**src/hw/rtl/bqrms_isqrt.sv**
```systemverilog
// iterative integer square root, one result bit per cycle
// no dependencies
`default_nettype none
module bqrms_isqrt (
  input  wire logic        clk,
  input  wire logic        rst,
  input  wire logic        start,
  input  wire logic [31:0] value,
  output logic             done,
  output logic [15:0]      root
);
  logic [31:0] rem;
  logic [31:0] acc;
  logic [31:0] bit_mask;
  logic        busy;

  // one digit per cycle
  always_ff @(posedge clk) begin
    done <= !rst && !start && busy && (bit_mask == 32'd1);
    if (rst) begin
      busy <= 1'b0;
    end else if (start) begin
      busy     <= 1'b1;
      rem      <= value;
      acc      <= '0;
      bit_mask <= 32'h4000_0000;
    end else if (busy) begin
      if (rem >= acc + bit_mask) begin
        rem <= rem - (acc + bit_mask);
        acc <= (acc >> 1) + bit_mask;
      end else begin
        acc <= acc >> 1;
      end
      bit_mask <= bit_mask >> 2;
      if (bit_mask == 32'd1) begin
        busy <= 1'b0;
      end
    end
  end

  assign root = acc[15:0];
endmodule
`default_nettype wire

```
**config.mk**
```make
export PLATFORM = sky130hd
export DESIGN_NAME = bqrms_isqrt
export DESIGN_NICKNAME = d
export VERILOG_FILES = /design/src/hw/rtl/bqrms_isqrt.sv
export SDC_FILE = /design/constraint.sdc
export NUM_CORES = 1
export LEC_CHECK = 0
export ABC_AREA = 1
export BUFFER_PORTS_ARGS = -buffer_cell sky130_fd_sc_hd__buf_2
export CAP_MARGIN = 15
export CORE_UTILIZATION = 29
export DETAILED_ROUTE_END_ITERATION = 10
export GPL_ROUTABILITY_DRIVEN = 0
export PLACE_DENSITY_LB_ADDON = 0.1
export SKIP_LAST_GASP = 1
export SLEW_MARGIN = 25
export SYNTH_ARGS = -nofsm -noshare
export SYNTH_HDL_FRONTEND = slang
export SYNTH_SLANG_ARGS = --single-unit
```
**constraint.sdc**
```tcl
create_clock -name clk -period 7.2 [get_ports clk]
set_input_delay 0.72 -clock clk [delete_from_list [all_inputs] [get_ports clk]]
set_output_delay 0.72 -clock clk [all_outputs]
set_load 0.1 [all_outputs]
```
Word-level counts from Yosys, hierarchy flattened
Index checks and enable logic that the tools add are counted.

operators by class
  $add $sub $neg = 3
  multipliers = 0
  divide/modulo/power cells = 0
  order comparisons = 1
  equality and inequality tests = 1
  shift-type cells = 0
  multiplexer cells = 9
  bitwise operators = 1
  reductions and logical operators = 9

operators by type and width
  operator             number
  $mux 32              5
  $add 31x31->32       1
  $add 32x31->32       1
  $ge 32x32->1         1
  $sub 32x32->32       1
  $mux 31              1
  $eq 16x1->1 const B  1
  $reduce_bool 2->1    2
  $logic_and 1x1->1    3
  $mux 1               3
  $reduce_and 3->1     1
  $logic_not 1->1      2
  $reduce_and 2->1     1
  $not 1->1            1

storage, ports and cells
  flip-flop bits (word level) = 82
  bits in latches = 0
  memory bits (writable) = 0
  bits in read-only memories = 0
  memories kept = 0

Longest topological paths before layout
  depth in word-level cells = 5
  depth in mapped cells = 23
  gate-level depth less buffers = 23

Least setup slack after synthesis
OpenSTA, ideal clock, no wires.

  kind = in2reg
  start point = in start
  end point = reg rem[0] (enable)
  library setup time = 387 ps
  data arrival time = 4091 ps
  required time = 6813 ps
  path slack = 2722 ps
  stages = 4
  buffers on the path = 0
  cells stage by stage = inv_2 -> a21oi_1 -> nand2_1 -> inv_1

between the ends
  word-level cells in the longest chain between the ends = 2
  elaborated cells on any way between the ends = 3
  classes of those cells = reduce/logical: 3

RTL lines
  item                            line  RTL
  from (decl)                     7     input wire logic start,
  $reduce_bool 2->1 (no line)     --
  $reduce_and 3->1 (no line) (*)  --
  to (signal assigned)            24    rem <= value;
  to (signal assigned)            29    rem <= rem - (acc + bit_mask);
  to (decl)                       12    logic [31:0] rem;

Every way passes the cells marked *; elsewhere a longest branch is shown, timed or not.
A chain may end at the register's enable or synchronous reset.

Final worst setup path
  start point = reg acc[12]
  end point = reg rem[23] (enable)

between the ends
  word-level cells in the longest chain between the ends = 4

RTL lines
  item                         line  RTL
  from (decl)                  13    logic [31:0] acc;
  from (signal assigned)       30    acc <= (acc >> 1) + bit_mask;
  from (signal assigned)       32    acc <= acc >> 1;
  $add 32x31->32               28    if (rem >= acc + bit_mask) begin
  $ge 32x32->1                 28
  $reduce_bool 2->1 (no line)  --
  $reduce_and 3->1 (no line)   --

No other way between the ends.

==> impl_metrics.py <==
metrics = {
    "outcome": {
        "status": "completed",
    },
    "clocking": {
        "clk_pin_slew_ns": 0.08,
        "htreeDepth": 3,
        "cts_resized": 0,
        "cts_root_buffer": "clkbuf_16",
        "clock_sinks": 82,
        "cts_hold_buffers": 0,
        "worst_skew_pair.late_latency_ns": 0.36,
        "ctsLongestPathBuffers": 2,
        "post_cts_buffers": 0,
        "cts_tree": "built",
        "cts_made_buffers": 9,
    },
    "timing": {
        "relSlewSlack": 0.3994,
        "setup_ws_ns": 2.386,
        "setup_viol": 0,
        "holdWs_ns": 0.5085,
        "finalHoldViolCount": 0,
        "finClkSkew_ns": 0.01130,
        "period_minus_slack_ns": 4.814,
        "maxSlewViolCount": 0,
        "setup_tns_ns": 0,
        "timing.fmax_ghz": 0.2077,
        "rsz0062_at_grt": "false",
        "finalCritPeriodShare": 0.6686,
        "worstMarginPinSlew_ns": 0.9009,
    },
    "yosys": {
        "synth_seq_cells": 82,
        "synth_area_sq_um": 9215,
        "synth_edf_count": 80,
        "synth_cell_types": 42,
        "syn-instance-count": 1460,
        "async_reset_ff_frac": 0,
        "syn_nets": 1562,
        "synth-seq-area-share": 0.2650,
        "synth_ff_type": "edfxtp_1",
        "avgSynthCellArea_sq_um": 6.312,
        "ys.warnings.count": 0,
    },
    "global_route": {
        "met2_usage": 0.3146,
        "grt_usage": 0.1892,
        "gr-usage-met3": 0.01900,
        "grt_pass1_vias": 8763,
        "gr-total-overflow": 0,
        "grt_pass1_wl_um": 47750,
        "grt_start_max_net_pins": 73,
        "grt_use_met1": 0.2538,
        "grt.busiest_layer": "met2",
        "antenna_found_initial": 0,
    },
    "worst_setup_path": {
        "r2r_end": "rem[23]",
        "rrSetupSlack_ns": 2.39,
        "worstSetupStartpointType": "flop",
        "slowest_stage": "edfxtp_1",
        "r2r_start": "acc[12]",
        "crit_chain": "ha_1, nand2_1, o21ai_0, nand2_1, o21ai_0, inv_1, nand2_1, nand2_1, nand2_1, xnor2_1, ha_1, nand2_1, inv_1, a21oi_2, o21ai_2, a21oi_4, nand3_4, nand2_1, inv_1, buf_4",
        "cpLargestDelayFamily": "simple AND/OR/NAND/NOR gates",
        "critPathMaxFanout": 32,
        "cp_common_cell": "nand2_1",
        "end_kind": "flop",
        "rr_worst_depth": 20,
        "slowest_delay_ns": 0.55,
        "critPathBufInv": 4,
        "arrival_ns": 4.87,
        "crit_required_ns": 7.26,
        "critical_path_class": "reg2reg",
    },
    "die": {
        "start_util": 0.2981,
        "die_h_um": 180.3,
        "ioPinCount": 52,
        "rows": 64,
        "dieArea_sq_um": 32490,
        "core_area_sq_um": 30910,
        "dieWidth_um": 180.3,
    },
    "flow_run": {
        "drv_cap": 0,
    },
    "finish": {
        "area_growth_pct": 9.137,
        "n_fill_cell": 3511,
        "drive_above_1_share": 0.07248,
        "antenna_cells": 0,
        "final_core_util": 0.3254,
        "layout_common_cells": "526 x nand2_1, 246 x inv_1, 127 x nand3_1",
        "final_common_cell": "nand2_1",
        "final_nets": 1587,
        "multiInputGateArea_sq_um": 5588,
        "regArea_sq_um": 2442,
        "finalInstanceArea_sq_um": 10060,
        "instances_no_fill": 1886,
    },
    "routing": {
        "ant_nets": 0,
        "drt_iter0_drc": 504,
        "drc": 0,
        "viasPerCell": 4.714,
        "drtPass1Iterations": 7,
        "avgRoutedWirePerCell_um": 16.16,
        "drt-total-wl_um": 30470,
        "via_count": 8891,
    },
    "place": {
        "hpwl_um": 24630,
        "io_buffers": 51,
        "place_ws_ns": 2.384,
        "placed_area_sq_um": 9749,
        "post-place-cells": 1870,
    },
    "power": {
        "power_mw": 2.499,
        "cellPowerDensity_nw_per_um2": 248.5,
        "power.leakage_nw": 5.213,
        "ir_drop_mv": 0.1127,
    },
    "min_path": {
        "hold_path_depth": 2,
        "hold_end": "done",
        "hold_start": "busy",
        "hold_path.class": "reg2reg",
    },
}
## tightest hold or removal path, cell delays in order, from the launching register on
cell,delay (ns)
dfxtp_1,0.30
inv_1,0.10
nor3_1,0.06
## area by class of cell
| type | instances | share of cell area |
|---|---|---|
| tap | 396 | 0.04927 |
| sequential | 82 | 0.2428 |
| timing repair buffer | 55 | 0.02837 |
| clock inverter | 7 | 0.008211 |
| inverter | 250 | 0.09331 |
| multi-input combinational | 1087 | 0.5556 |
| clock buffer | 9 | 0.02239 |
## per-layer routing
layer | up-vias | share of wire
met5 | - | 0
met4 | 0 | 0.029
met3 | 36 | 0.024
met2 | 162 | 0.45
met1 | 3997 | 0.49
li1 | 4696 | -
## cells by family (layout without fill, tap and decap cells)
| logic type | count (synthesis) | count (layout) | share of synthesized area |
|---|---|---|---|
| xor+xnor | 45 | 45 | 0.04277 |
| compound gates | 129 | 129 | 0.08147 |
| flops | 82 | 82 | 0.2650 |
| fa+ha+maj | 67 | 67 | 0.09179 |
| buf+inv | 291 | 321 | 0.1298 |
| simple gates | 846 | 846 | 0.3891 |
## power breakdown
group | leakage (nW) | internal, mW | switching (mW)
Clock | 0.150 | 0.277 | 0.236
Combinational | 4.27 | 0.409 | 0.883
Sequential | 0.789 | 0.616 | 0.0776
Total | 5.21 | 1.30 | 1.20
## how the worst max path moves through the flow
stage	to	cells past startpoint	startpoint	slack, ns
CTS	rem[23]	20	acc[12]	2.36
global route	rem[23]	20	acc[12]	2.04
detailed placement	rem[29]	20	acc[12]	2.38
floorplan	rem[0]	4	start	2.72
global placement	rem[31]	20	acc[12]	2.43
finish	rem[23]	20	acc[12]	2.39
## flip-flops by register name (all words and copies together), names as in the netlist
| name | count |
|---|---|
| busy | 1 |
| rem | 32 |
| acc | 32 |
| done | 1 |
| bit_mask | 16 |
## cell usage after synthesis (5+ instances only)
master / count / area share
inv_1: 246 / 0.10
a21oi_1: 45 / 0.024
nor3_1: 11 / 0.0060
buf_2: 8 / 0.0043
clkbuf_1: 7 / 0.0029
nor4_1: 5 / 0.0034
and2_1: 5 / 0.0034
ha_1: 66 / 0.090
xor2_1: 25 / 0.024
nand2_1: 526 / 0.21
nand3b_1: 16 / 0.013
o21bai_1: 9 / 0.0073
nand3_1: 127 / 0.069
buf_1: 5 / 0.0020
nor2_1: 109 / 0.044
buf_4: 17 / 0.014
xnor2_1: 20 / 0.019
o21ai_2: 12 / 0.011
o21ai_0: 48 / 0.026
nand4_1: 30 / 0.020
edfxtp_1: 80 / 0.26
or2_2: 6 / 0.0041
Power figures use the tool's default switching activity.
