<file path="src/hw/rtl/bqrms_pkg.sv">
// shared constants, types and coefficient table of the biquad cascade rms meter
// no dependencies
`default_nettype none
package bqrms_pkg;
  localparam int Sections = 5;
  localparam int Window = 64;
  localparam int SampleWidth = 24;
  localparam int FracBits = SampleWidth - 4;
  localparam int SqFrac = 28;
  localparam int RomRows = 5;
  localparam int SecW = $clog2(Sections);
  localparam int WinW = $clog2(Window);
  localparam int HistDepth = 4 * Sections;
  localparam int HistW = $clog2(HistDepth);
  localparam int SumW = 32 + WinW;
  localparam int AccW = SampleWidth + 18 + 4;
  localparam int SqW = 2 * SampleWidth;
  localparam int SqShift = 2 * FracBits - SqFrac;

  typedef logic signed [SampleWidth-1:0] sample_t;
  typedef logic signed [17:0] coef_t;

  // coefficient term: 0 b0, 1 b1, 2 b2, 3 a1, 4 a2
  function automatic coef_t coef(input logic [SecW-1:0] sec, input logic [2:0] term);
    logic [SecW-1:0] r;
    logic [2:0] row;
    coef_t c;
    // fold the section index onto the rom rows by repeated subtraction
    r = sec;
    for (int i = 0; i < 3; i++) begin
      if (32'(r) >= RomRows) r = r - SecW'(RomRows);
    end
    row = 3'(r);
    c = '0;
    case (row)
      3'd0: case (term)
        3'd0: c = 18'sd18630; 3'd1: c = 18'sd37261; 3'd2: c = 18'sd18630;
        3'd3: c = -18'sd83687; default: c = 18'sd48106;
      endcase
      3'd1: case (term)
        3'd0: c = 18'sd18630; 3'd1: c = -18'sd37261; 3'd2: c = 18'sd18630;
        3'd3: c = -18'sd126318; default: c = 18'sd61833;
      endcase
      3'd2: case (term)
        3'd0: c = 18'sd16672; 3'd1: c = 18'sd33344; 3'd2: c = 18'sd16672;
        3'd3: c = -18'sd118041; default: c = 18'sd53837;
      endcase
      3'd3: case (term)
        3'd0: c = 18'sd16672; 3'd1: c = -18'sd33344; 3'd2: c = 18'sd16672;
        3'd3: c = -18'sd74964; default: c = 18'sd28356;
      endcase
      default: case (term)
        3'd0: c = 18'sd16072; 3'd1: c = 18'sd0; 3'd2: c = -18'sd16072;
        3'd3: c = -18'sd94086; default: c = 18'sd33392;
      endcase
    endcase
    return c;
  endfunction
endpackage
`default_nettype wire

</file>
<file path="src/hw/rtl/bqrms_window.sv">
// square, sliding window memory of squares and exact running sum
// depends on bqrms_pkg
`default_nettype none
module bqrms_window (
  input  wire logic               clk,
  input  wire logic               rst,
  input  wire logic               start,
  input  wire bqrms_pkg::sample_t y_in,
  output logic                    ready,
  output logic                    done,
  output logic [31:0]             mean
);
  typedef enum logic [2:0] {W_CLEAR, W_IDLE, W_SQ, W_READ, W_UPD} state_t;
  state_t state;

  logic [31:0] win_mem [bqrms_pkg::Window];
  logic [31:0] rd_data;
  logic [bqrms_pkg::WinW-1:0] pos;
  logic [bqrms_pkg::WinW-1:0] wr_addr;
  logic        wr_en;
  logic [31:0] wr_data;

  always_ff @(posedge clk) begin
    if (wr_en) win_mem[wr_addr] <= wr_data;
    rd_data <= win_mem[pos];
  end

  logic [bqrms_pkg::SampleWidth-1:0] mag;
  logic [bqrms_pkg::SqW-1:0] sq_full;
  logic [bqrms_pkg::SqW-1:0] sq_rnd;
  logic [31:0] sq;
  logic [bqrms_pkg::SumW-1:0] sum;
  logic [bqrms_pkg::SumW-1:0] sum_new;

  assign sq_rnd = (sq_full + (bqrms_pkg::SqW'(1) << (bqrms_pkg::SqShift - 1)))
                  >> bqrms_pkg::SqShift;
  assign sum_new = sum - bqrms_pkg::SumW'(rd_data) + bqrms_pkg::SumW'(sq);

  always_comb begin
    wr_en = 1'b0;
    wr_addr = pos;
    wr_data = sq;
    if (state == W_CLEAR) begin
      wr_en = 1'b1;
      wr_data = '0;
    end else if (state == W_UPD) begin
      wr_en = 1'b1;
    end
  end

  assign ready = (state == W_IDLE);

  // clear pass, then per sample: square, read old slot, update
  always_ff @(posedge clk) begin
    done <= !rst && (state == W_UPD);
    if (rst) begin
      state <= W_CLEAR;
      pos   <= '0;
      sum   <= '0;
    end else begin
      case (state)
        W_CLEAR: begin
          pos <= pos + 1'b1;
          if (32'(pos) == bqrms_pkg::Window - 1) state <= W_IDLE;
        end
        W_IDLE: if (start) begin
          mag   <= y_in[bqrms_pkg::SampleWidth-1] ? -y_in : y_in;
          state <= W_SQ;
        end
        W_SQ: begin
          sq_full <= mag * mag;
          state   <= W_READ;
        end
        W_READ: begin
          sq    <= (|sq_rnd[bqrms_pkg::SqW-1:32]) ? 32'hFFFF_FFFF : sq_rnd[31:0];
          state <= W_UPD;
        end
        W_UPD: begin
          sum  <= sum_new;
          mean <= 32'(sum_new >> bqrms_pkg::WinW);
          pos  <= pos + 1'b1;
          state <= W_IDLE;
        end
        default: state <= W_IDLE;
      endcase
    end
  end
endmodule
`default_nettype wire

</file>
<file path="config.mk">
export PLATFORM = sky130hd
export DESIGN_NAME = bqrms_window
export DESIGN_NICKNAME = d
export VERILOG_FILES = /design/src/hw/rtl/bqrms_pkg.sv /design/src/hw/rtl/bqrms_window.sv
export SDC_FILE = /design/constraint.sdc
export NUM_CORES = 2
export LEC_CHECK = 0
export BUFFER_PORTS_ARGS = -buffer_cell sky130_fd_sc_hd__buf_2
export CORE_UTILIZATION = 45
export CTS_BUF_LIST = sky130_fd_sc_hd__clkbuf_16
export DETAILED_ROUTE_END_ITERATION = 8
export SLEW_MARGIN = 10
export SYNTH_ARGS = -nofsm -noshare
export SYNTH_HDL_FRONTEND = slang
export SYNTH_SLANG_ARGS = --single-unit
</file>
<file path="constraint.sdc">
create_clock -name clk -period 13.4 [get_ports clk]
set_input_delay 2.68 -clock clk [delete_from_list [all_inputs] [get_ports clk]]
set_output_delay 2.68 -clock clk [all_outputs]
set_load 0.05 [all_outputs]
</file>
**Word-level counts from Yosys, hierarchy flattened**

Memory sizes are Yosys's and may differ from the RTL's. A register that Yosys moved wholly into a read port is not among the register bits.
Cells that the tools add are included.

- Flip-flop bits (word level): 184
- Memories kept: 1
- Bits of input ports: 27
- Bits in writable memories: 2048
- Output and inout port bits: 34

- Add/subtract/negate cells: 5
- Muxes and demuxes: 9
- Equal/unequal tests: 7
- $mul: 1
- Reduce and logical (&&, ||, !) cells: 10
- Bitwise logic cells: 1

Memory list:

| name | depth | bits a word | rd ports | clocked after Yosys merged registers in | write ports | line | RTL |
|---|---|---|---|---|---|---|---|
| win_mem | 64 | 32 | 1 | 1 | 1 | bqrms_window.sv:16 | `logic [31:0] win_mem [bqrms_pkg::Window];` |

Operator list:

| operator | count |
|---|---|
| $add A48 B12 Y48 const B | 1 |
| $mul A24 B24 Y48 | 1 |
| $add A38 B32 Y38 | 1 |
| $sub A38 B32 Y38 | 1 |
| $mux W32 | 1 |
| $neg A24 Y24 | 1 |
| $mux W23 | 1 |
| $pmux W3 S4 | 1 |
| $reduce_and A2 Y1 | 4 |
| $add A6 B1 Y6 const B | 1 |
| $eq A3 B2 Y1 const B | 2 |
| $eq A6 B6 Y1 const B | 1 |
| $mux W3 | 2 |
| $mux W1 | 4 |
| $reduce_or A4 Y1 | 1 |
| $eq A3 B1 Y1 const B | 1 |
| $eq A3 B3 Y1 const B | 1 |
| $logic_not A3 Y1 | 1 |
| $reduce_and A3 Y1 | 1 |
| $ne A2 B1 Y1 const B | 1 |
| $ne A2 B2 Y1 const B | 1 |
| $reduce_or A2 Y1 | 1 |
| $logic_and A1 B1 Y1 | 1 |
| $logic_not A1 Y1 | 1 |
| $not A1 Y1 | 1 |

**Longest topological paths before layout**

- Depth in word-level cells: 5
- Gate-level depth with buffers: 26
- Mapped depth without buffers: 25

**Worst setup path before layout**

Ideal clock, no wire load.

- Path kind: register to register
- From: register mag[17] (netlist name)
- To: register sq_full[44] (netlist name), data pin
- Path slack: 6.085 ns
- Period minus slack after synthesis: 7.315 ns
- Buffers on the path: 3
- Data required time: 13.135 ns
- Arrival time: 7.049 ns
- Cell stages (with the launch flop): 26
- Cells stage by stage: edfxtp_1 clkbuf_1 clkbuf_1 nand2_1 fa_1 inv_1 fa_1 inv_1 fa_1 fa_1 inv_1 fa_1 fa_1 inv_1 fa_1 inv_1 ha_1 buf_2 a21oi_1 o21ai_1 a2111oi_4 a221oi_2 a221o_2 a221oi_4 nor3_1 or3_1

- Cells in the longest elaborated chain, start to end: 1

Ends and longest elaborated chain:

| what | line | RTL |
|---|---|---|
| start, declared | bqrms_window.sv:28 | `logic [bqrms_pkg::SampleWidth-1:0] mag;` |
| start signal, assigned | bqrms_window.sv:67 | `mag <= y_in[bqrms_pkg::SampleWidth-1] ? -y_in : y_in;` |
| $mul A24 B24 Y48 | bqrms_window.sv:71 | `sq_full <= mag * mag;` |
| end signal, assigned | bqrms_window.sv:71 |  |
| end, declared | bqrms_window.sv:29 | `logic [bqrms_pkg::SqW-1:0] sq_full;` |

Every way passes these cells.
A chain may end at the register's enable or synchronous reset.

**Worst setup path after layout**

Ends and elaborated chain as after synthesis.

==> metrics <==
status=complete, no violations; met1 wire length=119600 um; FF-to-FF path depth=22; grt ovf=0; die area=225000 um2; Mapped Nets=7397; Worst-Skew Late Latency=0.89 ns; PostCTS Resize Cnt=0; Layout area overhead=12.42%; row count=173; r2r setup slk=5.31 ns; Synth Warn #=0; fill cell count=18.49k; final WL=294100 um; Tot GR Track Use=25.93%; Cells after Synth=6701; hold_buf cts=0; Area contributors post-synth=edfxtp_1 65%, fa_1 9.1%, a22oi_1 4.9%, inv_1 2.8%, ha_1 2.7%; Mapped Area=100400 um2; Peak VDD IR=0.1218 mV; post-synthesis sequential area ratio=66.59%; hold crit path type=reg2reg; CP max-delay cell=edfxtp_1; DR top layer=met5; worst hold start=sum[10]; Top FF cell, synth=edfxtp_1; IO Count=61; unrepaired setup endpoints after global routing=no; chip width=474.4 um; CP Capture Type=flip-flop; worst path cell trace=nand2_1, fa_1, inv_1, fa_1, inv_1, fa_1, fa_1, inv_1, fa_1, fa_1, inv_1, fa_1, inv_1, ha_1, nand2_1, o21ai_1, o21ai_0, a221oi_2, a221o_2, a221oi_4, o2111a_1, or3_1; initial antenna violation count=17; clock slew at reported path FFs=0.06 ns; Initial Util=45.21%; Port-buffer cells=60; DR WL/cell=29.40 um; vias=59.95k; pwr/cell area=133.1 nW/um2; final hold viol count=0; Tot Pwr=15.03 mW; Slew headroom=21.70%; hold depth=2; final setup fails=0; register area=66850 um2; multi-input logic area=30220 um2; CTS tree=done; global placement routability congestion=0.8598; area leader, netlist=edfxtp_1; buffer levels on the longest clock path=3; Final Cycle Share=60.38%; clk sinks=2253; drt initial violations=7072; met2 wire length=138400 um; crit-path max FO=24; worst slew pin tran=1.175 ns; vias in the first global route=59.08k; Unique masters post-synth=74; Via-to-Cell Ratio=5.993; critical path arrival=8.67 ns; cts bufs inserted=220; Core Area=222100 um2; Critical Path RT=13.98 ns; share of layout cells above drive strength 1=10.49%; largest net degree at the start of global routing=92; fin. max-slew vios=0; die height=474.4 um; Post-synth EDFFs=2173; Async SR Flop Fraction=0%; first-pass GRT wire length=419900 um; post-layout minimum cycle time=8.091 ns; type of the worst setup path=reg2reg; clock root cell=clkbuf_16; WHS Endpoint=sum[10]; DPL Wire Length=173600 um; DR DRC count=0; routed wl met3=25340 um; Pre-Repair DR Iteration Count=6; # nets final=7512; Yosys top cell area share=64.99%; Max Cap Viol=0; Fmax achieved=0.1236 GHz; Critical Path Most Common Cell=fa_1; CP peak stage delay=1.12 ns; worst r2r dst=sq_full[44]; Synth Area per Inst=14.98 um2; Startpoint Class=flip-flop; H-tree levels=4; setup_tns=0 ns; Reg-to-Reg Start=mag[17]; Post-CTS Setup Bufs=0; clk_skew=0.1041 ns; Pleak=40.03 nW; post-route ant nets=0; #FFs+latches synth=2253
==> critical path, delay by kind of cell, from the launching register on <==
| kind | cells | cell delay, ns |
|---|---|---|
| adders and majority gates | 8 | 4.07 |
| DFF | 1 | 1.12 |
| buffers and inverters | 5 | 0.29 |
| and+or+nand+nor | 3 | 0.73 |
| AOI/OAI and AO/OA | 6 | 1.65 |
==> kinds of logic after synthesis <==
| family | synth area share, % |
|---|---|
| adder cells (fa/ha/maj) | 11.73 |
| XOR/XNOR | 1.169 |
| flip-flops | 66.59 |
| multiplexers | 0.06355 |
| AO/OA/AOI/OAI | 11.77 |
| AND/OR/NAND/NOR | 4.524 |
| buffers and inverters | 4.157 |
==> registers in the layout, indices dropped and copies added (netlist names) <==
name,cells
state,3
sum,38
pos,6
rd_data,32
sq_full,37
win_mem,2048
done,1
sq,32
mag,24
mean,32
==> layout make-up <==
cell class                 instances  share of cell area [%]
sequential                      2253                   59.23
multi-input combinational       3338                   26.78
clock buffer                     221                   4.900
tap                             2975                   3.298
inverter                         754                   2.507
timing repair buffer             249                   1.630
clock inverter                   193                   1.616
antenna                           19                 0.04212
==> placed cells by master (no fill, tap or decap), types with 13 or more instances in the layout <==
master,netlist,layout
a211oi_1,14,14
a21o_1,47,47
a21oi_1,200,200
a221oi_1,189,189
a22o_1,191,191
a22oi_1,651,651
a31oi_1,176,176
and2_1,124,124
and3_1,15,14
buf_2,6,60
buf_4,0,179
bufinv_16,0,25
clkbuf_16,0,221
clkinv_1,0,42
clkinv_2,0,63
dfxtp_1,80,80
diode_2,0,19
edfxtp_1,2173,2173
fa_1,454,454
ha_1,215,215
inv_1,754,790
nand2_1,294,291
nand3_1,73,72
nand4_1,105,105
nor2_1,183,83
nor2_4,0,98
nor2b_1,16,15
nor3_1,27,22
nor4_1,22,18
o21ai_0,50,50
o21bai_1,13,13
or3_1,14,14
xnor2_1,85,85
xor2_1,49,49
==> report_power, final <==
part	internal, mW	switching [mW]	total [mW]
Clock	3.50	2.72	6.22
Sequential	7.69	0.0445	7.74
Combinational	0.340	0.730	1.07
==> metal layers <==
| metal | vias up | track usage, % |
|---|---|---|
| li1 | 25545 | - |
| met1 | 30960 | 35.91 |
| met2 | 2956 | 41.65 |
| met3 | 479 | 3.824 |
| met4 | 6 | 9.300 |
| met5 | - | 0 |
==> Yosys cell counts (124+ instances only) <==
cell      number
a22o_1       191
ha_1         215
nand2_1      294
a22oi_1      651
and2_1       124
fa_1         454
edfxtp_1    2173
a221oi_1     189
a31oi_1      176
inv_1        754
clkbuf_1     286
nor2_1       183
a21oi_1      200
==> through the flow <==
| step | cells | utilization (%) | setup slack [ns] | hold WS, ns | area (um2) |
|---|---|---|---|---|---|
| finish | 10002 | 50.82 | 5.309 | 0.4561 | 112900 |
| detailed placement | 9569 | 47.49 | 5.259 | 0.4463 | 105500 |
| global route | 10000 | 50.82 | 4.862 | 0.4779 | 112900 |
| CTS | 9983 | 50.80 | 5.289 | 0.4550 | 112800 |
| floorplan | 6701 | - | 6.085 | 0.4319 | 100400 |
| global placement | 9568 | 47.48 | 5.378 | 0.4396 | 105400 |
==> worst max path at each step <==
stage,startpoint,end,slack (ns)
2_1_floorplan,mag[17],sq_full[44],6.09
3_3_place_gp,mag[17],sq_full[44],5.38
3_5_place_dp,mag[17],sq_full[44],5.26
4_1_cts,mag[17],sq_full[44],5.29
5_1_grt,mag[17],sq_full[45],4.86
6_report,mag[17],sq_full[44],5.31
(Power assumes the default switching activity.)
