$ cat src/hw/rtl/bqrms_pkg.sv
// shared constants, types and coefficient table of the biquad cascade rms meter
// no dependencies
`default_nettype none
package bqrms_pkg;
  localparam int Sections = 5;
  localparam int Window = 64;
  localparam int SampleWidth = 24;
  localparam int FracBits = SampleWidth - 4;
  localparam int SqFrac = 28;
  localparam int RomRows = 5;
  localparam int SecW = $clog2(Sections);
  localparam int WinW = $clog2(Window);
  localparam int HistDepth = 4 * Sections;
  localparam int HistW = $clog2(HistDepth);
  localparam int SumW = 32 + WinW;
  localparam int AccW = SampleWidth + 18 + 4;
  localparam int SqW = 2 * SampleWidth;
  localparam int SqShift = 2 * FracBits - SqFrac;

  typedef logic signed [SampleWidth-1:0] sample_t;
  typedef logic signed [17:0] coef_t;

  // coefficient term: 0 b0, 1 b1, 2 b2, 3 a1, 4 a2
  function automatic coef_t coef(input logic [SecW-1:0] sec, input logic [2:0] term);
    logic [SecW-1:0] r;
    logic [2:0] row;
    coef_t c;
    // fold the section index onto the rom rows by repeated subtraction
    r = sec;
    for (int i = 0; i < 3; i++) begin
      if (32'(r) >= RomRows) r = r - SecW'(RomRows);
    end
    row = 3'(r);
    c = '0;
    case (row)
      3'd0: case (term)
        3'd0: c = 18'sd18630; 3'd1: c = 18'sd37261; 3'd2: c = 18'sd18630;
        3'd3: c = -18'sd83687; default: c = 18'sd48106;
      endcase
      3'd1: case (term)
        3'd0: c = 18'sd18630; 3'd1: c = -18'sd37261; 3'd2: c = 18'sd18630;
        3'd3: c = -18'sd126318; default: c = 18'sd61833;
      endcase
      3'd2: case (term)
        3'd0: c = 18'sd16672; 3'd1: c = 18'sd33344; 3'd2: c = 18'sd16672;
        3'd3: c = -18'sd118041; default: c = 18'sd53837;
      endcase
      3'd3: case (term)
        3'd0: c = 18'sd16672; 3'd1: c = -18'sd33344; 3'd2: c = 18'sd16672;
        3'd3: c = -18'sd74964; default: c = 18'sd28356;
      endcase
      default: case (term)
        3'd0: c = 18'sd16072; 3'd1: c = 18'sd0; 3'd2: c = -18'sd16072;
        3'd3: c = -18'sd94086; default: c = 18'sd33392;
      endcase
    endcase
    return c;
  endfunction
endpackage
`default_nettype wire

$ cat src/hw/rtl/bqrms_filter.sv
// biquad cascade on one shared multiplier, histories held in a synchronous memory
// depends on bqrms_pkg
`default_nettype none
module bqrms_filter (
  input  wire logic               clk,
  input  wire logic               rst,
  input  wire logic               start,
  input  wire logic [11:0]        adc_sample,
  output logic                    done,
  output bqrms_pkg::sample_t      y_out
);
  typedef enum logic [2:0] {S_IDLE, S_CLEAR, S_SCALE, S_READ, S_MAC, S_STORE} state_t;
  state_t state;

  // history memory: per section x1, x2, y1, y2
  bqrms_pkg::sample_t hist_mem [bqrms_pkg::HistDepth];
  bqrms_pkg::sample_t rd_data;
  logic [bqrms_pkg::HistW-1:0] rd_addr;
  logic [bqrms_pkg::HistW-1:0] wr_addr;
  logic                        wr_en;
  bqrms_pkg::sample_t          wr_data;

  always_ff @(posedge clk) begin
    if (wr_en) hist_mem[wr_addr] <= wr_data;
    rd_data <= hist_mem[rd_addr];
  end

  logic [bqrms_pkg::HistW-1:0] clr_cnt;
  logic [bqrms_pkg::SecW-1:0]  sec;
  logic [2:0]                  term;
  logic [2:0]                  wterm;
  bqrms_pkg::sample_t          x_cur;
  bqrms_pkg::sample_t          hist [4];
  logic signed [bqrms_pkg::AccW-1:0] acc;
  logic [11:0]                 adc_q;
  logic [32:0]                 scale_num;

  // scale: round(adc * 2^F / 4095) by reciprocal multiplication
  localparam int RecipShift = 44;
  localparam logic [33:0] Recip = 34'((64'd1 << RecipShift) / 64'd4095 + 64'd1);
  logic [67:0] scale_prod;
  logic [32:0] quot;
  assign scale_num = (33'(adc_q) << bqrms_pkg::FracBits) + 33'd2047;
  assign scale_prod = 68'(scale_num) * 68'(Recip);
  assign quot = 33'(scale_prod >> RecipShift);

  // multiplier operand for the current term
  bqrms_pkg::sample_t opnd;
  logic signed [bqrms_pkg::SampleWidth+17:0] prod;
  always_comb begin
    case (term)
      3'd0: opnd = x_cur;
      3'd1: opnd = hist[0];
      3'd2: opnd = hist[1];
      3'd3: opnd = hist[2];
      default: opnd = hist[3];
    endcase
  end
  assign prod = opnd * bqrms_pkg::coef(sec, term);

  // requantise and saturate the section sum
  localparam logic signed [bqrms_pkg::AccW-1:0] Hi =
    bqrms_pkg::AccW'((64'sd1 <<< (bqrms_pkg::SampleWidth - 1)) - 1);
  localparam logic signed [bqrms_pkg::AccW-1:0] Lo = -Hi - 1;
  logic signed [bqrms_pkg::AccW-1:0] rq;
  bqrms_pkg::sample_t y_sat;
  assign rq = (acc + bqrms_pkg::AccW'(32'sh8000)) >>> 16;
  assign y_sat = (rq > Hi) ? Hi[bqrms_pkg::SampleWidth-1:0] :
                 (rq < Lo) ? Lo[bqrms_pkg::SampleWidth-1:0] :
                 rq[bqrms_pkg::SampleWidth-1:0];

  always_comb begin
    wr_en = 1'b0;
    wr_addr = clr_cnt;
    wr_data = '0;
    rd_addr = bqrms_pkg::HistW'({sec, 2'b00} + 32'(term));
    case (state)
      S_CLEAR: wr_en = 1'b1;
      S_STORE: begin
        wr_en = 1'b1;
        wr_addr = bqrms_pkg::HistW'(32'(sec) * 4 + 32'(wterm));
        case (wterm)
          3'd0: wr_data = x_cur;
          3'd1: wr_data = hist[0];
          3'd2: wr_data = y_sat;
          default: wr_data = hist[2];
        endcase
      end
      default: ;
    endcase
  end

  // sequencer: per section read four, five products, write back four
  always_ff @(posedge clk) begin
    done <= !rst && (state == S_STORE) && (wterm == 3'd3) &&
            (32'(sec) == bqrms_pkg::Sections - 1);
    if (rst) begin
      state   <= S_CLEAR;
      clr_cnt <= '0;
    end else begin
      case (state)
        S_CLEAR: begin
          clr_cnt <= clr_cnt + 1'b1;
          if (32'(clr_cnt) == bqrms_pkg::HistDepth - 1) state <= S_IDLE;
        end
        S_IDLE: if (start) begin
          adc_q <= adc_sample;
          state <= S_SCALE;
        end
        S_SCALE: begin
          x_cur <= bqrms_pkg::SampleWidth'(quot);
          sec   <= '0;
          term  <= 3'd0;
          state <= S_READ;
        end
        S_READ: begin
          // read address term, data arrives next cycle
          if (term != 3'd0) hist[2'(term - 3'd1)] <= rd_data;
          if (term == 3'd4) begin
            term  <= 3'd0;
            acc   <= '0;
            state <= S_MAC;
          end else begin
            term <= term + 3'd1;
          end
        end
        S_MAC: begin
          if (term >= 3'd3) acc <= acc - bqrms_pkg::AccW'(prod);
          else acc <= acc + bqrms_pkg::AccW'(prod);
          if (term == 3'd4) begin
            wterm <= 3'd0;
            state <= S_STORE;
          end else begin
            term <= term + 3'd1;
          end
        end
        S_STORE: begin
          wterm <= wterm + 3'd1;
          if (wterm == 3'd3) begin
            x_cur <= y_sat;
            term  <= 3'd0;
            if (32'(sec) == bqrms_pkg::Sections - 1) begin
              y_out <= y_sat;
              state <= S_IDLE;
            end else begin
              sec   <= sec + 1'b1;
              state <= S_READ;
            end
          end
        end
        default: state <= S_IDLE;
      endcase
    end
  end
endmodule
`default_nettype wire

$ cat config.mk
export PLATFORM = sky130hd
export DESIGN_NAME = bqrms_filter
export DESIGN_NICKNAME = d
export VERILOG_FILES = /design/src/hw/rtl/bqrms_pkg.sv /design/src/hw/rtl/bqrms_filter.sv
export SDC_FILE = /design/constraint.sdc
export NUM_CORES = 2
export LEC_CHECK = 0
export CAP_MARGIN = 10
export CORE_ASPECT_RATIO = 0.5
export CORE_MARGIN = 2
export CORE_UTILIZATION = 42
export CTS_CLUSTER_DIAMETER = 40
export CTS_CLUSTER_SIZE = 10
export DETAILED_ROUTE_END_ITERATION = 8
export DONT_BUFFER_PORTS = 1
export SLEW_MARGIN = 10
export SYNTH_ARGS = -nofsm -noshare
export SYNTH_HDL_FRONTEND = slang
export SYNTH_SLANG_ARGS = --single-unit
$ cat constraint.sdc
create_clock -name clk -period 16.4 [get_ports clk]
set_clock_uncertainty 0.1 [all_clocks]
set_input_delay 2.46 -clock clk [delete_from_list [all_inputs] [get_ports clk]]
set_output_delay 2.46 -clock clk [all_outputs]
set_load 0.1 [all_outputs]
# == Word level (Yosys, flattened, before mapping) ==
# Memories as Yosys holds them, arrays and structs flattened. A register that Yosys moved wholly into a read port is not among the register bits.
# Index checks and enable logic that the tools add are counted.
# word_totals
ff_bits,124
ramBits,576
in_bits,15
output_inout_bits,25
elab_cells,125
memories,2
# op_classes
add_sub_neg,14
multipliers,2
n_lt_le_gt_ge,6
eq_ne,24
n_mux,43
bitwise_logic,1
n_reduce_logical,23
# memory_table
name,words,word_bits,rd,rd_clocked_by_memory_dff,wr,line_no,rtl
hist_mem,20,24,1,1,1,bqrms_filter.sv:16,bqrms_pkg::sample_t hist_mem [bqrms_pkg::HistDepth];
hist,4,24,4,0,1,bqrms_filter.sv:33,bqrms_pkg::sample_t hist [4];
# ops
cell,count
18-bit case mux with 3 select lines,4
18-bit case mux with 4 select lines,2
24-bit two-way mux,4
24-bit case mux with 4 select lines,1
46-bit two-way mux,2
46-bit case mux with 2 select lines,1
24-bit case mux with 3 select lines,1
"33-bit by 33-bit multiplier with 66-bit output, second input constant",1
24-bit case mux with 2 select lines,1
"46-bit by 17-bit adder with 46-bit output, second input constant",1
46-bit by 42-bit adder with 46-bit output,1
46-bit by 42-bit subtractor with 46-bit output,1
24-bit by 18-bit multiplier with 42-bit output,1
3-bit two-way mux,14
"32-bit by 11-bit adder with 33-bit output, second input constant",1
"30-bit by 24-bit > comparator with 1-bit output, second input constant",1
"30-bit by 24-bit less-than comparator with 1-bit output, second input constant",1
"3-bit by 2-bit equality test with 1-bit output, second input constant",8
3-bit case mux with 6 select lines,1
"3-bit by 1-bit equality test with 1-bit output, second input constant",4
"3-bit equality test, second input constant",4
3-bit logical NOT,4
"2-bit inequality test, second input constant",6
3-bit case mux with 2 select lines,2
other kinds (23),46

# == Longest topological paths before layout ==
# depth
ltp_word,12
mapped_depth,54
mapped_depth_nobuf,48

# == Worst setup path after synthesis ==
# No wires, ideal clock.
# synth_timing
kind,register -> register
from,register term[0]
to,"register acc[45] (netlist bit), data pin"
setup_ps,264
t_arrival_ps,11906
required_ps,16036
path_slack_ps,4130
stages_incl_launch_ff,49
path_buffers,6
synth_period_minus_slack_ps,12270
path_cell_list,edfxtp_1 clkbuf_1 clkbuf_1 buf_1 inv_1 ha_1 nor3_1 nor2_1 nor2_1 clkbuf_1 clkbuf_1 mux2i_1 nor2_1 fa_1 inv_1 fa_1 fa_1 inv_1 [13 not listed] or4_4 nor3_2 nand3_1 o21ai_0 xnor2_1 ha_1 a21oi_1 nor2b_1 o21ai_0 nand2b_1 a21oi_1 nor2b_1 o21ai_0 nand2b_1 a221oi_1 xnor2_1 xnor2_1 nor2_1
# synth_between
elab_chain_cells,8
# synth_rtl
item,line_no,rtl
start: declaration,bqrms_filter.sv:30,logic [2:0] term;
start signal: assignment,bqrms_filter.sv:124,term <= term + 3'd1;
start signal: assignment,bqrms_filter.sv:134,term <= term + 3'd1;
3-bit by 2-bit equality test with 1-bit output / 3-bit logical NOT (equally long branches),--,
2-bit OR reduction (no line),--,
"18-bit case mux with 3 select lines, on equally long branches",--,
18-bit case mux with 4 select lines,bqrms_pkg.sv:35,case (row)
24-bit by 18-bit multiplier with 42-bit output,bqrms_filter.sv:59,"assign prod = opnd * bqrms_pkg::coef(sec, term);"
46-bit by 42-bit adder with 46-bit output / 46-bit by 42-bit subtractor with 46-bit output (equally long branches),"bqrms_filter.sv:129, bqrms_filter.sv:128",
46-bit two-way mux (*),bqrms_filter.sv:128,if (term >= 3'd3) acc <= acc - bqrms_pkg::AccW'(prod);
46-bit case mux with 2 select lines (*),bqrms_filter.sv:101,case (state)
end signal: assignment,bqrms_filter.sv:128,
end signal: assignment,bqrms_filter.sv:129,else acc <= acc + bqrms_pkg::AccW'(prod);
end: declaration,bqrms_filter.sv:34,logic signed [bqrms_pkg::AccW-1:0] acc;
# Every way passes the cells marked *; elsewhere a longest branch is shown, timed or not.
# A chain may end at the register's enable or synchronous reset.

# == Worst setup path after layout ==
# layout_timing
from,register term[1]
to,"register acc[43] (netlist bit), data pin"
# The elaborated chain is that of the path after synthesis.

==> metrics.md <==
| Metric | Value |
|---|---|
| Status | `finished clean` |
| Cell count after synthesis | `4,107` |
| Routed WL | `137,000 um` |
| Via count | `32,592` |
| Clock-pin slew on the worst setup and hold paths | `0.06 ns` |
| Fin. max-slew vios | `0` |
| Via density | `5.62` |
| Leak pwr | `0.0220 uW` |
| Crit path kind | `register to register` |
| Yosys cell types | `83` |
| WL per Instance | `23.6 um` |
| Iter 0 DRT Violations | `3,227` |
| Achievable frequency | `74.0 MHz` |
| Post-synthesis simple-gate area fraction | `9.10%` |
| ANT nets after route | `0` |
| Crit Path Max Fanout | `55` |
| Root Driver | `clkbuf_16` |
| CP max-delay cell | `nor2_1` |
| Core area | `118,000 um2` |
| Register area share after synthesis | `43.1%` |
| P per Cell Area | `101 nW/um2` |
| Multiplexer share of the synthesized area | `8.01%` |
| RSZ-0062 raised after global routing | `no` |
| Pin count of the biggest net entering global routing | `80` |
| H-tree levels | `3` |
| Net Count, Synth | `4,808` |
| Slew @ Worst Pin | `1.36 ns` |
| Initial antenna violation count | `2` |
| Vert. Die Dim | `247 um` |
| Slew HR | `8.42%` |
| Worst Slack Setup Final | `2.88 ns` |
| Post-CTS sizing | `0` |
| Setup-failing EPs final | `0` |
| Rows | `89` |
| GP Congestion | `0.956` |
| Most frequent cells after synthesis | `691 x edfxtp_1, 562 x inv_1, 429 x fa_1` |
| Hold_ws | `0.388 ns` |
| Synth area leaders | `edfxtp_1 42%, fa_1 17%, mux4_2 6.5%` |
| Clock tree buffer depth | `3` |
| Adder-cell share of the synthesized area | `23.8%` |
| Syn Std Cell Area | `49,700 um2` |
| Most used DFF post-synth | `edfxtp_1` |
| Share of the synthesized area in the top cell type | `41.8%` |
| DP Worst Slack | `3.11 ns` |
| Hold WC Path Type | `register to register` |
| FFs w/ async S/R, synth | `0%` |
| Synth Warn # | `0` |
| WP data required | `16.64 ns` |
| Share of layout cells above drive strength 1 | `11.6%` |
| Worst vdd ir | `95.2 uV` |
| Number of global-route vias before repair | `32,837` |
| Endpoint class of the critical path | `register` |
| Final #Nets | `4,843` |
| Setup TNS | `0 ns` |
| Flops & latches, synth | `724` |
| Number of flops mapped to enable cells by yosys | `691` |
| Compound-Gate Fraction of Synth Area | `7.45%` |
| I/O Buffers | `0` |
| Worst r2r dst | `acc[43]` |
| Area Growth Syn to Fin | `10.6%` |
| Hold Vio Cnt, Final | `0` |
| Post-synthesis average cell area | `12.1 um2` |
| Largest area contributor in the netlist | `edfxtp_1` |
| Critical Path Source Type | `register` |
| CTS Hold Bufs | `0` |
| Worst Setup SP | `term[1]` |
| Crit path capture | `acc[43]` |
| Die width | `490 um` |
| Post-CTS Repair Setup Buffers | `0` |
| Gr ovfl total | `0` |
| Crit path DAT | `13.76 ns` |
| Count leader, synth | `edfxtp_1` |
| Final min period | `13.52 ns` |
| FF-to-FF path depth | `41` |
| Full die area | `121,000 um2` |
| CTS tree | `yes` |
| Worst r2r src | `term[1]` |
| Drt pass-1 iters | `9` |
| Detail Placement HPWL | `95,700 um` |
| Gr usage total | `22.7%` |
| Hold Path Depth | `0` |
| Initial core utilization | `42.3%` |
| Drt drc | `0` |
| Largest family of logic cells by synthesized area | `adder cells` |
| Slowest cell delay on critical path | `0.67 ns` |
| I/O pin cnt | `40` |
| Total CTS buffers | `93` |
| Final period utilization | `82.4%` |
| CTS Sinks | `724` |
| Most used cell, CP | `fa_1` |
| R2R Setup Slk | `2.88 ns` |
| Synth Area in XOR/XNOR | `3.11%` |
| Worst skew pair latency | `0.68 ns` |
| Max_cap viols | `0` |
| Global-route wire length before repair | `207,000 um` |
[metal layers]
metal	wire, um	track usage (%)	up-vias
met5	13	0	-
met4	5230	8.64	2
met3	10600	3.73	233
met2	62400	35.6	1324
met1	58900	31.8	16716
li1	-	-	14317
[how the worst min path moves through the flow]
stage | from | end
final | rd_data[22] | hist[0][22]
after global routing | rd_data[23] | hist[0][23]
after CTS | rd_data[23] | hist[0][23]
after detailed placement | rd_data[23] | hist[1][23]
after global placement | rd_data[22] | hist[1][22]
after floorplan | rd_data[0] | hist[0][0]
[sequential cells by signal, indices dropped and copies added, names as in the netlist]
signal,flops
rd_data,24
clr_cnt,5
term,3
wterm,3
done,1
x_cur,24
state,3
hist,96
y_out,24
adc_q,12
acc,46
sec,3
hist_mem,480
[layout by cell type (no fill, tap or decap), types with 25 or more instances in the layout]
cell and instances:
nand2_1 417, a22oi_1 49, fa_1 429, clkbuf_16 94, o21ai_0 125, clkbuf_1 42
dfxtp_1 33, inv_1 562, xor2_1 62, a222oi_1 25, nor2_1 304, buf_4 100
xnor2_1 111, ha_1 256, and2_1 46, edfxtp_1 691, nand3_1 40, mux2_2 47
a21oi_1 139, nor3_1 36, nor2b_1 25, a21o_1 42, mux4_2 144
[kinds of logic after synthesis]
group                      after synthesis
AOI/OAI and AO/OA                      562
xor gates and xnor gates               175
adders and majority gates              686
buffers and inverters                  725
DFF                                    724
muxes                                  212
and+or+nand+nor                       1023
[where the power goes]
part / leakage [uW] / switching, uW / internal, uW
sequential: 0.00707 / 21.0 / 2070
combinational: 0.0136 / 934 / 609
clock: 0.00136 / 790 / 1110
[area by class of cell]
cell class,count,area (um2)
Fill cell,10563,62600
Multi-Input combinational cell,2658,25800
Sequential cell,724,21400
Clock buffer,138,2540
Inverter,562,2110
Tap cell,1592,1990
Timing Repair Buffer,103,781
Clock inverter,24,329
Antenna cell,1,2.50
[critical path, delay by kind of cell, from the launching register on]
kind	cells	cell delay (ns)
AO/OA/AOI/OAI	14	4.28
XOR/XNOR	3	0.46
adder cells (fa/ha/maj)	9	4.38
buffers and inverters	6	1.38
flip-flops	1	0.32
AND/OR/NAND/NOR	9	2.19
[through the flow]
stage / area (um2) / power, uW / utilization [%] / std cells
floorplan: 49700 / 3280 / - / 4107
global route: 55000 / 5810 / 46.7 / 5801
finish: 55000 / 5540 / 46.7 / 5802
global placement: 52100 / 3660 / 44.3 / 5637
detailed placement: 52100 / 3660 / 44.3 / 5638
CTS: 55000 / 5570 / 46.7 / 5800
No activity file was read; power rests on OpenSTA's default activity.
